File: src/hdl/matrix_inverse_4x4_top_assert.svh
// Assertion macros for the 4x4 matrix inverse block.
// Used by matrix_inverse_4x4_top; depends on nothing else.
`ifndef MATRIX_INVERSE_4X4_TOP_ASSERT_SVH
`define MATRIX_INVERSE_4X4_TOP_ASSERT_SVH

// Same-cycle implication, disabled in reset
`define MI4_ASSERT_IMP(name, clk, rst, ante, cons, msg) \
   name: assert property (@(posedge clk) disable iff (rst) (ante) |-> (cons)) \
      else $error(msg);

// Next-cycle implication, disabled in reset
`define MI4_ASSERT_NXT(name, clk, rst, ante, cons, msg) \
   name: assert property (@(posedge clk) disable iff (rst) (ante) |=> (cons)) \
      else $error(msg);

`endif

File: src/hdl/mi4_pkg.sv
// Shared types, constants and step decoder for the 4x4 matrix inverse.
// Used by mi4_ctrl, mi4_dp and matrix_inverse_4x4_top; no dependencies.
package mi4_pkg;

   localparam int ELEM_W     = 32;
   localparam int FRAC_W     = 16;
   localparam int OP_W       = 65;    // operand store word: element or minor
   localparam int RAM_DEPTH  = 28;    // 16 elements + 12 minors
   localparam int ADDR_W     = 5;
   localparam int MINOR_BASE = 16;
   localparam int LIMB_W     = 32;
   localparam int EXT_W      = 96;    // three limbs
   localparam int PP_W       = 64;
   localparam int PROD_W     = 132;
   localparam int ACC_W      = 136;
   localparam int DIV_W      = 166;
   localparam int Q_W        = 32;
   localparam int NUM_SHIFT  = 2 * FRAC_W + 1;

   typedef enum logic [1:0] {
      PH_MINOR,
      PH_DET,
      PH_ADJ
   } phase_type;

   typedef enum logic [1:0] {
      DEST_NONE,
      DEST_MINOR,
      DEST_DET,
      DEST_DIV
   } dest_type;

   typedef struct packed {
      logic [ADDR_W-1:0] addr_a;
      logic [ADDR_W-1:0] addr_b;
      logic              clear;
      logic              neg;
      dest_type          dest;
   } step_type;

   // Controller to datapath commands
   typedef struct packed {
      logic              ram_we;
      logic              wsel_load;
      logic [ADDR_W-1:0] waddr;
      logic [ADDR_W-1:0] raddr;
      logic              cap_a;
      logic              cap_b;
      logic              prod_clr;
      logic              mul_en;
      logic [1:0]        li;
      logic [1:0]        lj;
      logic              acc_en;
      logic              acc_clear;
      logic              acc_neg;
      logic              det_load;
      logic              div_init;
      logic              div_en;
      logic              emit;
      logic              emit_sing;
      logic [3:0]        out_index;
   } cmd_type;

   typedef struct packed {
      logic det_zero;
   } status_type;

   // minor k = e[a]*e[b] - e[c]*e[d]
   localparam logic [3:0] MINOR_TAB [12][4] = '{
      '{4'd0, 4'd5, 4'd4, 4'd1},    '{4'd0, 4'd6, 4'd4, 4'd2},
      '{4'd0, 4'd7, 4'd4, 4'd3},    '{4'd1, 4'd6, 4'd5, 4'd2},
      '{4'd1, 4'd7, 4'd5, 4'd3},    '{4'd2, 4'd7, 4'd6, 4'd3},
      '{4'd8, 4'd13, 4'd12, 4'd9},  '{4'd8, 4'd14, 4'd12, 4'd10},
      '{4'd8, 4'd15, 4'd12, 4'd11}, '{4'd9, 4'd14, 4'd13, 4'd10},
      '{4'd9, 4'd15, 4'd13, 4'd11}, '{4'd10, 4'd15, 4'd14, 4'd11}
   };

   // adjugate: sign, then (element, minor) pairs for +, -, + terms
   localparam logic [3:0] ADJ_TAB [16][7] = '{
      '{4'd0, 4'd5, 4'd11, 4'd6, 4'd10, 4'd7, 4'd9},
      '{4'd1, 4'd1, 4'd11, 4'd2, 4'd10, 4'd3, 4'd9},
      '{4'd0, 4'd13, 4'd5, 4'd14, 4'd4, 4'd15, 4'd3},
      '{4'd1, 4'd9, 4'd5, 4'd10, 4'd4, 4'd11, 4'd3},
      '{4'd1, 4'd4, 4'd11, 4'd6, 4'd8, 4'd7, 4'd7},
      '{4'd0, 4'd0, 4'd11, 4'd2, 4'd8, 4'd3, 4'd7},
      '{4'd1, 4'd12, 4'd5, 4'd14, 4'd2, 4'd15, 4'd1},
      '{4'd0, 4'd8, 4'd5, 4'd10, 4'd2, 4'd11, 4'd1},
      '{4'd0, 4'd4, 4'd10, 4'd5, 4'd8, 4'd7, 4'd6},
      '{4'd1, 4'd0, 4'd10, 4'd1, 4'd8, 4'd3, 4'd6},
      '{4'd0, 4'd12, 4'd4, 4'd13, 4'd2, 4'd15, 4'd0},
      '{4'd1, 4'd8, 4'd4, 4'd9, 4'd2, 4'd11, 4'd0},
      '{4'd1, 4'd4, 4'd9, 4'd5, 4'd7, 4'd6, 4'd6},
      '{4'd0, 4'd0, 4'd9, 4'd1, 4'd7, 4'd2, 4'd6},
      '{4'd1, 4'd12, 4'd3, 4'd13, 4'd1, 4'd14, 4'd0},
      '{4'd0, 4'd8, 4'd3, 4'd9, 4'd1, 4'd10, 4'd0}
   };

   // Decode one multiply-accumulate step of the program
   function automatic step_type step_info(phase_type ph, logic [3:0] item,
                                          logic [1:0] sub);
      step_type s;
      logic     sgn;
      s   = '0;
      sgn = ADJ_TAB[item][0][0];
      case (ph)
         PH_MINOR: begin
            if (sub == 2'd0) begin
               s.addr_a = {1'b0, MINOR_TAB[item][0]};
               s.addr_b = {1'b0, MINOR_TAB[item][1]};
               s.clear  = 1'b1;
            end else begin
               s.addr_a = {1'b0, MINOR_TAB[item][2]};
               s.addr_b = {1'b0, MINOR_TAB[item][3]};
               s.neg    = 1'b1;
               s.dest   = DEST_MINOR;
            end
         end
         PH_DET: begin
            s.addr_a = ADDR_W'(MINOR_BASE) + {1'b0, item};
            s.addr_b = ADDR_W'(MINOR_BASE + 11) - {1'b0, item};
            s.clear  = (item == 4'd0);
            s.neg    = (item == 4'd1) || (item == 4'd4);
            s.dest   = (item == 4'd5) ? DEST_DET : DEST_NONE;
         end
         PH_ADJ: begin
            case (sub)
               2'd0: begin
                  s.addr_a = {1'b0, ADJ_TAB[item][1]};
                  s.addr_b = ADDR_W'(MINOR_BASE) + {1'b0, ADJ_TAB[item][2]};
                  s.clear  = 1'b1;
                  s.neg    = sgn;
               end
               2'd1: begin
                  s.addr_a = {1'b0, ADJ_TAB[item][3]};
                  s.addr_b = ADDR_W'(MINOR_BASE) + {1'b0, ADJ_TAB[item][4]};
                  s.neg    = ~sgn;
               end
               default: begin
                  s.addr_a = {1'b0, ADJ_TAB[item][5]};
                  s.addr_b = ADDR_W'(MINOR_BASE) + {1'b0, ADJ_TAB[item][6]};
                  s.neg    = sgn;
                  s.dest   = DEST_DIV;
               end
            endcase
         end
         default: s = '0;
      endcase
      return s;
   endfunction

endpackage

File: src/hdl/mi4_ctrl.sv
// Controller: load counter and the step sequencer for minors, determinant,
// adjugate terms and division. Depends on mi4_pkg.
module mi4_ctrl (
   input  logic                  clock,
   input  logic                  reset,
   input  logic                  start,
   output logic                  busy,
   input  mi4_pkg::status_type   status,
   output mi4_pkg::cmd_type      cmd
);

   typedef enum logic [3:0] {
      ST_IDLE,
      ST_FETCH_A,
      ST_FETCH_B,
      ST_CAP_B,
      ST_MUL,
      ST_DRAIN,
      ST_ACC,
      ST_DET_CHK,
      ST_DIV_INIT,
      ST_DIV,
      ST_EMIT,
      ST_SING
   } state_type;

   state_type           state_ff;
   mi4_pkg::phase_type  phase_ff;
   logic [3:0]          load_ff;
   logic [3:0]          item_ff;
   logic [1:0]          sub_ff;
   logic [1:0]          li_ff, lj_ff;
   logic [4:0]          cnt_ff;
   mi4_pkg::step_type   step;
   logic                accept;
   logic                last_sub;

   assign step     = mi4_pkg::step_info(phase_ff, item_ff, sub_ff);
   assign accept   = start && (state_ff == ST_IDLE);
   assign busy     = (state_ff != ST_IDLE);
   assign last_sub = (phase_ff == mi4_pkg::PH_DET) ||
                     ((phase_ff == mi4_pkg::PH_MINOR) && (sub_ff == 2'd1));

   // Sequencer state and counters
   always_ff @(posedge clock) begin
      if (reset) begin
         state_ff <= ST_IDLE;
         phase_ff <= mi4_pkg::PH_MINOR;
         load_ff  <= '0;
         item_ff  <= '0;
         sub_ff   <= '0;
         li_ff    <= '0;
         lj_ff    <= '0;
         cnt_ff   <= '0;
      end else begin
         unique case (state_ff)
            ST_IDLE: begin
               if (accept) begin
                  load_ff <= load_ff + 1'b1;
                  if (load_ff == 4'd15) begin
                     state_ff <= ST_FETCH_A;
                     phase_ff <= mi4_pkg::PH_MINOR;
                     item_ff  <= '0;
                     sub_ff   <= '0;
                  end
               end
            end
            ST_FETCH_A: state_ff <= ST_FETCH_B;
            ST_FETCH_B: state_ff <= ST_CAP_B;
            ST_CAP_B: begin
               state_ff <= ST_MUL;
               li_ff    <= '0;
               lj_ff    <= '0;
            end
            ST_MUL: begin
               if (lj_ff == 2'd2) begin
                  lj_ff <= '0;
                  if (li_ff == 2'd2) begin
                     state_ff <= ST_DRAIN;
                  end else begin
                     li_ff <= li_ff + 1'b1;
                  end
               end else begin
                  lj_ff <= lj_ff + 1'b1;
               end
            end
            ST_DRAIN: state_ff <= ST_ACC;
            ST_ACC: begin
               if (step.dest == mi4_pkg::DEST_DIV) begin
                  state_ff <= ST_DIV_INIT;
               end else if (step.dest == mi4_pkg::DEST_DET) begin
                  state_ff <= ST_DET_CHK;
               end else if (last_sub) begin
                  sub_ff   <= '0;
                  state_ff <= ST_FETCH_A;
                  if ((phase_ff == mi4_pkg::PH_MINOR) && (item_ff == 4'd11)) begin
                     phase_ff <= mi4_pkg::PH_DET;
                     item_ff  <= '0;
                  end else begin
                     item_ff <= item_ff + 1'b1;
                  end
               end else begin
                  sub_ff   <= sub_ff + 1'b1;
                  state_ff <= ST_FETCH_A;
               end
            end
            ST_DET_CHK: begin
               item_ff <= '0;
               sub_ff  <= '0;
               if (status.det_zero) begin
                  state_ff <= ST_SING;
               end else begin
                  phase_ff <= mi4_pkg::PH_ADJ;
                  state_ff <= ST_FETCH_A;
               end
            end
            ST_DIV_INIT: begin
               cnt_ff   <= '0;
               state_ff <= ST_DIV;
            end
            ST_DIV: begin
               cnt_ff <= cnt_ff + 1'b1;
               if (cnt_ff == 5'd31) begin
                  state_ff <= ST_EMIT;
               end
            end
            ST_EMIT: begin
               sub_ff <= '0;
               if (item_ff == 4'd15) begin
                  state_ff <= ST_IDLE;
               end else begin
                  item_ff  <= item_ff + 1'b1;
                  state_ff <= ST_FETCH_A;
               end
            end
            ST_SING: begin
               if (item_ff == 4'd15) begin
                  state_ff <= ST_IDLE;
               end else begin
                  item_ff <= item_ff + 1'b1;
               end
            end
            default: state_ff <= ST_IDLE;
         endcase
      end
   end

   // Commands to the datapath
   always_comb begin
      cmd           = '0;
      cmd.wsel_load = (state_ff == ST_IDLE);
      cmd.waddr     = (state_ff == ST_IDLE) ? {1'b0, load_ff}
                      : mi4_pkg::ADDR_W'(mi4_pkg::MINOR_BASE) + {1'b0, item_ff};
      cmd.raddr     = (state_ff == ST_FETCH_B) ? step.addr_b : step.addr_a;
      cmd.li        = li_ff;
      cmd.lj        = lj_ff;
      cmd.acc_clear = step.clear;
      cmd.acc_neg   = step.neg;
      cmd.out_index = item_ff;
      unique case (state_ff)
         ST_IDLE:     cmd.ram_we = accept;
         ST_FETCH_B:  cmd.cap_a = 1'b1;
         ST_CAP_B: begin
            cmd.cap_b    = 1'b1;
            cmd.prod_clr = 1'b1;
         end
         ST_MUL:      cmd.mul_en = 1'b1;
         ST_ACC: begin
            cmd.acc_en   = 1'b1;
            cmd.ram_we   = (step.dest == mi4_pkg::DEST_MINOR);
            cmd.det_load = (step.dest == mi4_pkg::DEST_DET);
         end
         ST_DIV_INIT: cmd.div_init = 1'b1;
         ST_DIV:      cmd.div_en = 1'b1;
         ST_EMIT:     cmd.emit = 1'b1;
         ST_SING:     cmd.emit_sing = 1'b1;
         default:     cmd.ram_we = 1'b0;
      endcase
   end

endmodule

File: config.mk
export PLATFORM = sky130hd
export DESIGN_NAME = mi4_ctrl
export DESIGN_NICKNAME = d
export VERILOG_FILES = /design/src/hdl/matrix_inverse_4x4_top_assert.svh /design/src/hdl/mi4_pkg.sv /design/src/hdl/mi4_ctrl.sv
export SDC_FILE = /design/constraint.sdc
export NUM_CORES = 1
export LEC_CHECK = 0
export BUFFER_PORTS_ARGS = -buffer_cell sky130_fd_sc_hd__buf_2
export CAP_MARGIN = 20
export CORE_UTILIZATION = 55
export DETAILED_ROUTE_END_ITERATION = 6
export GPL_TIMING_DRIVEN = 0
export PLACE_DENSITY_LB_ADDON = 0.25
export SLEW_MARGIN = 20
export SYNTH_ARGS = -nofsm -noshare
export SYNTH_HDL_FRONTEND = slang
export SYNTH_SLANG_ARGS = --single-unit
File: constraint.sdc
create_clock -name clock -period 2.9 [get_ports clock]
set_clock_uncertainty 0.1 [all_clocks]
set_input_delay 0.435 -clock clock [delete_from_list [all_inputs] [get_ports clock]]
set_output_delay 0.435 -clock clock [all_outputs]
set_load 0.02 [all_outputs]
==> results of run 1 <==
==> final cells by class <==
cell class / instances / area [sq um]
Buffer: 24 / 131
Clock buffer: 4 / 45.0
Fill cell: 368 / 1350
Inverter: 16 / 63.8
Multi-Input combinational cell: 240 / 1690
Sequential cell: 25 / 509
Tap cell: 50 / 62.6
Timing Repair Buffer: 38 / 200
==> critical path, stage by stage (launching register included) <==
cell	delay, ps
dfxtp_1	370
buf_2	260
nand3b_1	320
inv_2	90
buf_2	200
nor3_1	190
o21ai_1	100
a22oi_1	190
o21ai_1	80
buf_2	160
==> power by group through the flow <==
| stage | Clock (W) | Sequential, W | Combinational [W] |
|---|---|---|---|
| floorplan | 0 | 0.000403 | 0.000664 |
| global placement | 0 | 0.000409 | 0.000822 |
| detailed placement | 0 | 0.000411 | 0.000839 |
| CTS | 0.000209 | 0.000402 | 0.000843 |
| global route | 0.000221 | 0.000402 | 0.000954 |
| finish | 0.000200 | 0.000402 | 0.000865 |
==> routing by layer <==
layer  wire (um)  share of wire, %  vias to the layer above  track usage (%)
li1            -                 -                     1195                -
met1        2810                47                     1115             38.9
met2        2770                46                       68             41.9
met3         377               6.3                        8             4.90
met4          66               1.1                        0             6.65
met5           0                 0                        -                0
==> final timing paths <==
check	endpoint	from	cells after the start	slack, ps
hold reg to reg	cnt_ff[4]	cnt_ff[4]	2	360
setup reg to reg	item_ff[3]	item_ff[1]	8	490
hold / removal	cnt_ff[4]	cnt_ff[4]	2	360
setup / recovery	cmd[22]	state_ff[2]	9	140
==> kinds of logic after synthesis <==
group,Yosys count,synth area share [%]
buffers and inverters,40,7.79
xor gates and xnor gates,4,1.49
DFF,25,21.3
and+or+nand+nor,114,25.8
muxes,8,3.52
adders and majority gates,23,12.3
AOI/OAI and AO/OA,91,27.8
==> sequential cells by signal, indices dropped and copies added (netlist names) <==
name / flops
li_ff: 2
state_ff: 4
cnt_ff: 5
phase_ff: 2
item_ff: 4
load_ff: 4
sub_ff: 2
lj_ff: 2
==> what timing repair did <==
action / 4_1_cts / 5_1_grt
pin swaps: 0 / 0
endpoints found under the hold margin: 0 / 0
setup buffers: 0 / 3
resized for setup: 6 / 14
endpoints found under the setup margin: 4 / 4
==> cells in the final DEF, fill, tap and decap left out, types with 4 or more instances in the layout <==
cell and n:
nand2b_1 7, nor2_1 31, nand3_1 13, o21ai_1 4, ha_1 22, buf_2 39, o21ai_0 13, nor3_1 5
a22oi_1 4, inv_1 12, mux2i_1 6, nand2_1 27, buf_4 9, or3_1 5, clkbuf_1 8, dfxtp_1 22
a31oi_1 4, a21oi_1 21
==> stage by stage <==
step	cells	total power, W
CTS	394	0.00145
global placement	390	0.00123
detailed placement	390	0.00125
finish	397	0.00147
global route	397	0.00158
floorplan	305	0.00107
==> flow_summary.yaml, run 1 <==
run_status:
  outcome: "finished, final reports clean"
flow_run:
  max_cap_violations: 0
synthesis:
  postSynthAreaPerCell_sq_um: 7.69
  syn_inst: 305
  yosys.area.top_type: "dfxtp_1"
  ys_types: 68
  yosys-top-cells-area: "dfxtp_1, ha_1, nor2_1, a21oi_1, nand2_1"
  synth_edf_count: 0
  synthArstFlopShare_pct: 0
  synth_top_area_share_pct: 21.3
  yosysMostFrequentCell: "nor2_1"
  synth_flop_cell: "dfxtp_1"
  synth_nets: 332
  yosysWarningCount: 0
  synth_area_sq_um: 2340
  yosys_register_bits: 25
  synth_common_cells: "nor2_1, nand2_1, dfxtp_1"
  ys_seq_area_share_pct: 21.3
final_layout:
  fin_area_sq_um: 2700
  diodes: 0
  drive_above_1_share_pct: 22.5
  syn2layout_area_growth_pct: 15.3
  final_util_pct: 66.6
  nets: 375
pwr:
  combPwrFrac_pct: 59.0
  cell_internal_pwr_w: 0.000814
  clock_power_share_pct: 13.6
  power.density_nw_per_um2: 542
  p_seq_share_pct: 27.4
  vdd_ir_drop_max_uv: 328
  sw_frac_of_total_pct: 44.5
  switching_power_w: 0.000652
  power_leakage_nw: 1.11
routing:
  remaining_drc_errors: 0
  drt-pass1-iter-count: 4
  vias_per_cell: 6.01
  first_iter_violations: 178
  ant_nets: 0
  finalWirelength_mm: 6.03
  vias: 2386
  wl_per_cell_um: 15.2
placed_design:
  dpl_worst_slack_ps: -36.5
  dp_hpwl_mm: 4.41
  globalplace.congestion: 0.881
  placed_area_sq_um: 2580
  io_buffers: 35
clock_network:
  insertion_delay_ps: 270
  cts_hold_buf: 0
  cts_tree: "built"
  clk_pin_slew_ps: 80
  cts.path.max_buffers: 2
  cts-root-buf: "clkbuf_8"
  cts_max_level: 1
  cts.sinks: 25
  numCtsBuffers: 3
sta:
  maxSlewHeadroom_pct: 63.5
  fin_crit_ps: 2760
  fmax_ghz: 0.362
  setup_violations: 0
  hold_viol: 0
  worst_pin_slew_ps: 548
  finalSetupTns_ps: 0
  period_share_pct: 95.2
  setup_ws_ps: 140
  maxSlewViolCount: 0
  whs_ps: 364
die:
  dieArea_sq_um: 4530
  start_util_pct: 57.8
  pin_count: 37
  coreArea_sq_um: 4060
  die_y_um: 67.3
  rows: 23
  die_w_um: 67.3
global_routing:
  grt_remaining_overflow: 0
  grt_usage_pct: 27.2
  grt_pass1_wl_mm: 9.50
  grt_pass1_vias: 2010
  antenna_found_initial: 0
  grt_max_degree: 14
worst_setup_path:
  arrival_ps: 2230
  start_kind: "flop"
  worstPathMaxFanout: 10
  end_kind: "output pin"
  required_ps: 2370
  critPathKind: "flop to output pin"
worst_hold_path:
  worst_hold_path_type: "flop to flop"
Power figures use the tool's default switching activity.
==> run 2: changes to the inputs <==
GPL_TIMING_DRIVEN = 1   (was 0)
==> run 2 against run 1 <==
Effect of this change:
- non-clock buffer count fell by 14
- global-route usage is 1.8 points lower
- first-iteration DRC count is 17% lower
- sequential cell count did not move
- clock-buffer cell count did not move
- clock power about the same
- critical path type unchanged
- largest cell class unchanged
- largest power group unchanged
- highest routed layer unchanged
==> flow_summary.yaml, run 2 (synthesis gave the netlist of run 1 again) <==
routing:
  drt-pass1-iter-count: 5
  vias_per_cell: 6.04
  remaining_drc_errors: 0
  first_iter_violations: 148
  wl_per_cell_um: 14.5
  ant_nets: 0
  finalWirelength_mm: 5.56
  vias: 2313
clock_network:
  numCtsBuffers: 3
  cts.path.max_buffers: 2
  cts.sinks: 25
  cts_tree: "built"
  cts-root-buf: "clkbuf_8"
  cts_max_level: 1
  insertion_delay_ps: 260
  clk_pin_slew_ps: 80
  cts.repair.resized: 0
  cts_hold_buf: 0
  cts_setup_buffers: 0
sta:
  rsz0062_at_grt: "no"
  hold_viol: 0
  worst_pin_slew_ps: 691
  fin_crit_ps: 2740
  fmax_ghz: 0.365
  finalSetupTns_ps: 0
  setup_violations: 0
  setup_ws_ps: 163
  period_share_pct: 94.4
  maxSlewViolCount: 0
  maxSlewHeadroom_pct: 53.9
worst_setup_path:
  worstPathCellList: "inv_1 > ha_1 > mux2i_1 > nor3_1 > a21oi_1 > o2bb2ai_1 > a221oi_1 > buf_2"
  end_kind: "output pin"
  required_ps: 2370
  slowest_delay_ps: 470
  reg2reg_from: "item_ff[3]"
  critical_path_buf_inv_count: 2
  arrival_ps: 2200
  cp_top_family: "compound AO/OA/AOI/OAI gates"
  worst_path_max_delay_cell: "dfxtp_1"
  r2r_end: "item_ff[2]"
  start_kind: "flop"
  cp_num_cells: 8
  rr_worst_depth: 7
  critPathKind: "flop to output pin"
  worstPathMaxFanout: 8
  r2r_slack_ps: 390
global_routing:
  grt_pass1_vias: 1924
  grt_max_degree: 28
  grt_usage_pct: 25.4
  grt_remaining_overflow: 0
  grt_pass1_wl_mm: 8.98
  antenna_found_initial: 0
pwr:
  power_leakage_nw: 1.06
  cell_internal_pwr_w: 0.000798
  clock_power_share_pct: 14.2
  combPwrFrac_pct: 56.8
  sw_frac_of_total_pct: 44.4
  vdd_ir_drop_max_uv: 419
  power_w: 0.00144
  power.density_nw_per_um2: 552
  switching_power_w: 0.000637
  p_seq_share_pct: 29.0
placed_design:
  io_buffers: 36
  dp_hpwl_mm: 4.09
  dpl_worst_slack_ps: 472
  globalplace.congestion: 0.923
final_layout:
  final_cell_mix: "buf_2, nor2_1, nand2_1"
  diodes: 0
  syn2layout_area_growth_pct: 10.9
  fillers: 371
  regMostFlops: "cnt_ff"
  nets: 361
  final_util_pct: 64.1
  final_common_cell: "buf_2"
  largest_reg_flops: 5
  drive_above_1_share_pct: 19.5
run_status:
  outcome: "finished, final reports clean"
worst_hold_path:
  hold_path_end: "load_ff[1]"
  min_path_cells: 3
  worst_hold_path_type: "input port to flop"
  min_from: "start"
flow_run:
  max_cap_violations: 0
die:
  start_util_pct: 57.8
  die_w_um: 67.3
  coreArea_sq_um: 4060
  die_y_um: 67.3
  dieArea_sq_um: 4530
  rows: 23
  pin_count: 37
==> run 2: final cells by class <==
| cell class | count | area (sq um) | area share, % |
|---|---|---|---|
| tap | 50 | 62.6 | 2.41 |
| timing repair buffer | 48 | 270 | 10.4 |
| multi-input combinational | 240 | 1660 | 63.9 |
| clock buffer | 4 | 45.0 | 1.73 |
| inverter | 16 | 60.1 | 2.31 |
| sequential | 25 | 500 | 19.2 |
==> run 2: metal layers <==
metal  up-vias  track usage, %  wire (um)
li1       1164               -          -
met4         0            2.66         16
met3         4            4.05        274
met2        59            40.1       2540
met1      1086            37.1       2730
met5         -               0          0
==> run 2: worst max path at each step <==
stage / from / endpoint
floorplan: item_ff[2] / cmd[21]
global placement: item_ff[0] / cmd[21]
detailed placement: item_ff[3] / item_ff[2]
CTS: item_ff[0] / cmd[21]
global route: item_ff[0] / cmd[21]
finish: item_ff[0] / cmd[21]
==> run 2: worst min-delay path: stages <==
cell	delay (ps)
buf_2	130
nand3_1	80
a21oi_1	50
==> run 2: power groups by stage <==
stage / Sequential (W) / Clock, W / Combinational, W
CTS: 0.000415 / 0.000210 / 0.000809
global placement: 0.000425 / 0 / 0.000795
global route: 0.000423 / 0.000223 / 0.000894
detailed placement: 0.000424 / 0 / 0.000804
floorplan: 0.000403 / 0 / 0.000664
finish: 0.000417 / 0.000203 / 0.000816
==> run 2: stage by stage <==
step                cells  instance area, sq um  hold WS [ps]
floorplan             305                  2340           336
global placement      379                  2550           351
detailed placement    379                  2550           360
CTS                   383                  2600           364
global route          383                  2600           382
finish                383                  2600           368
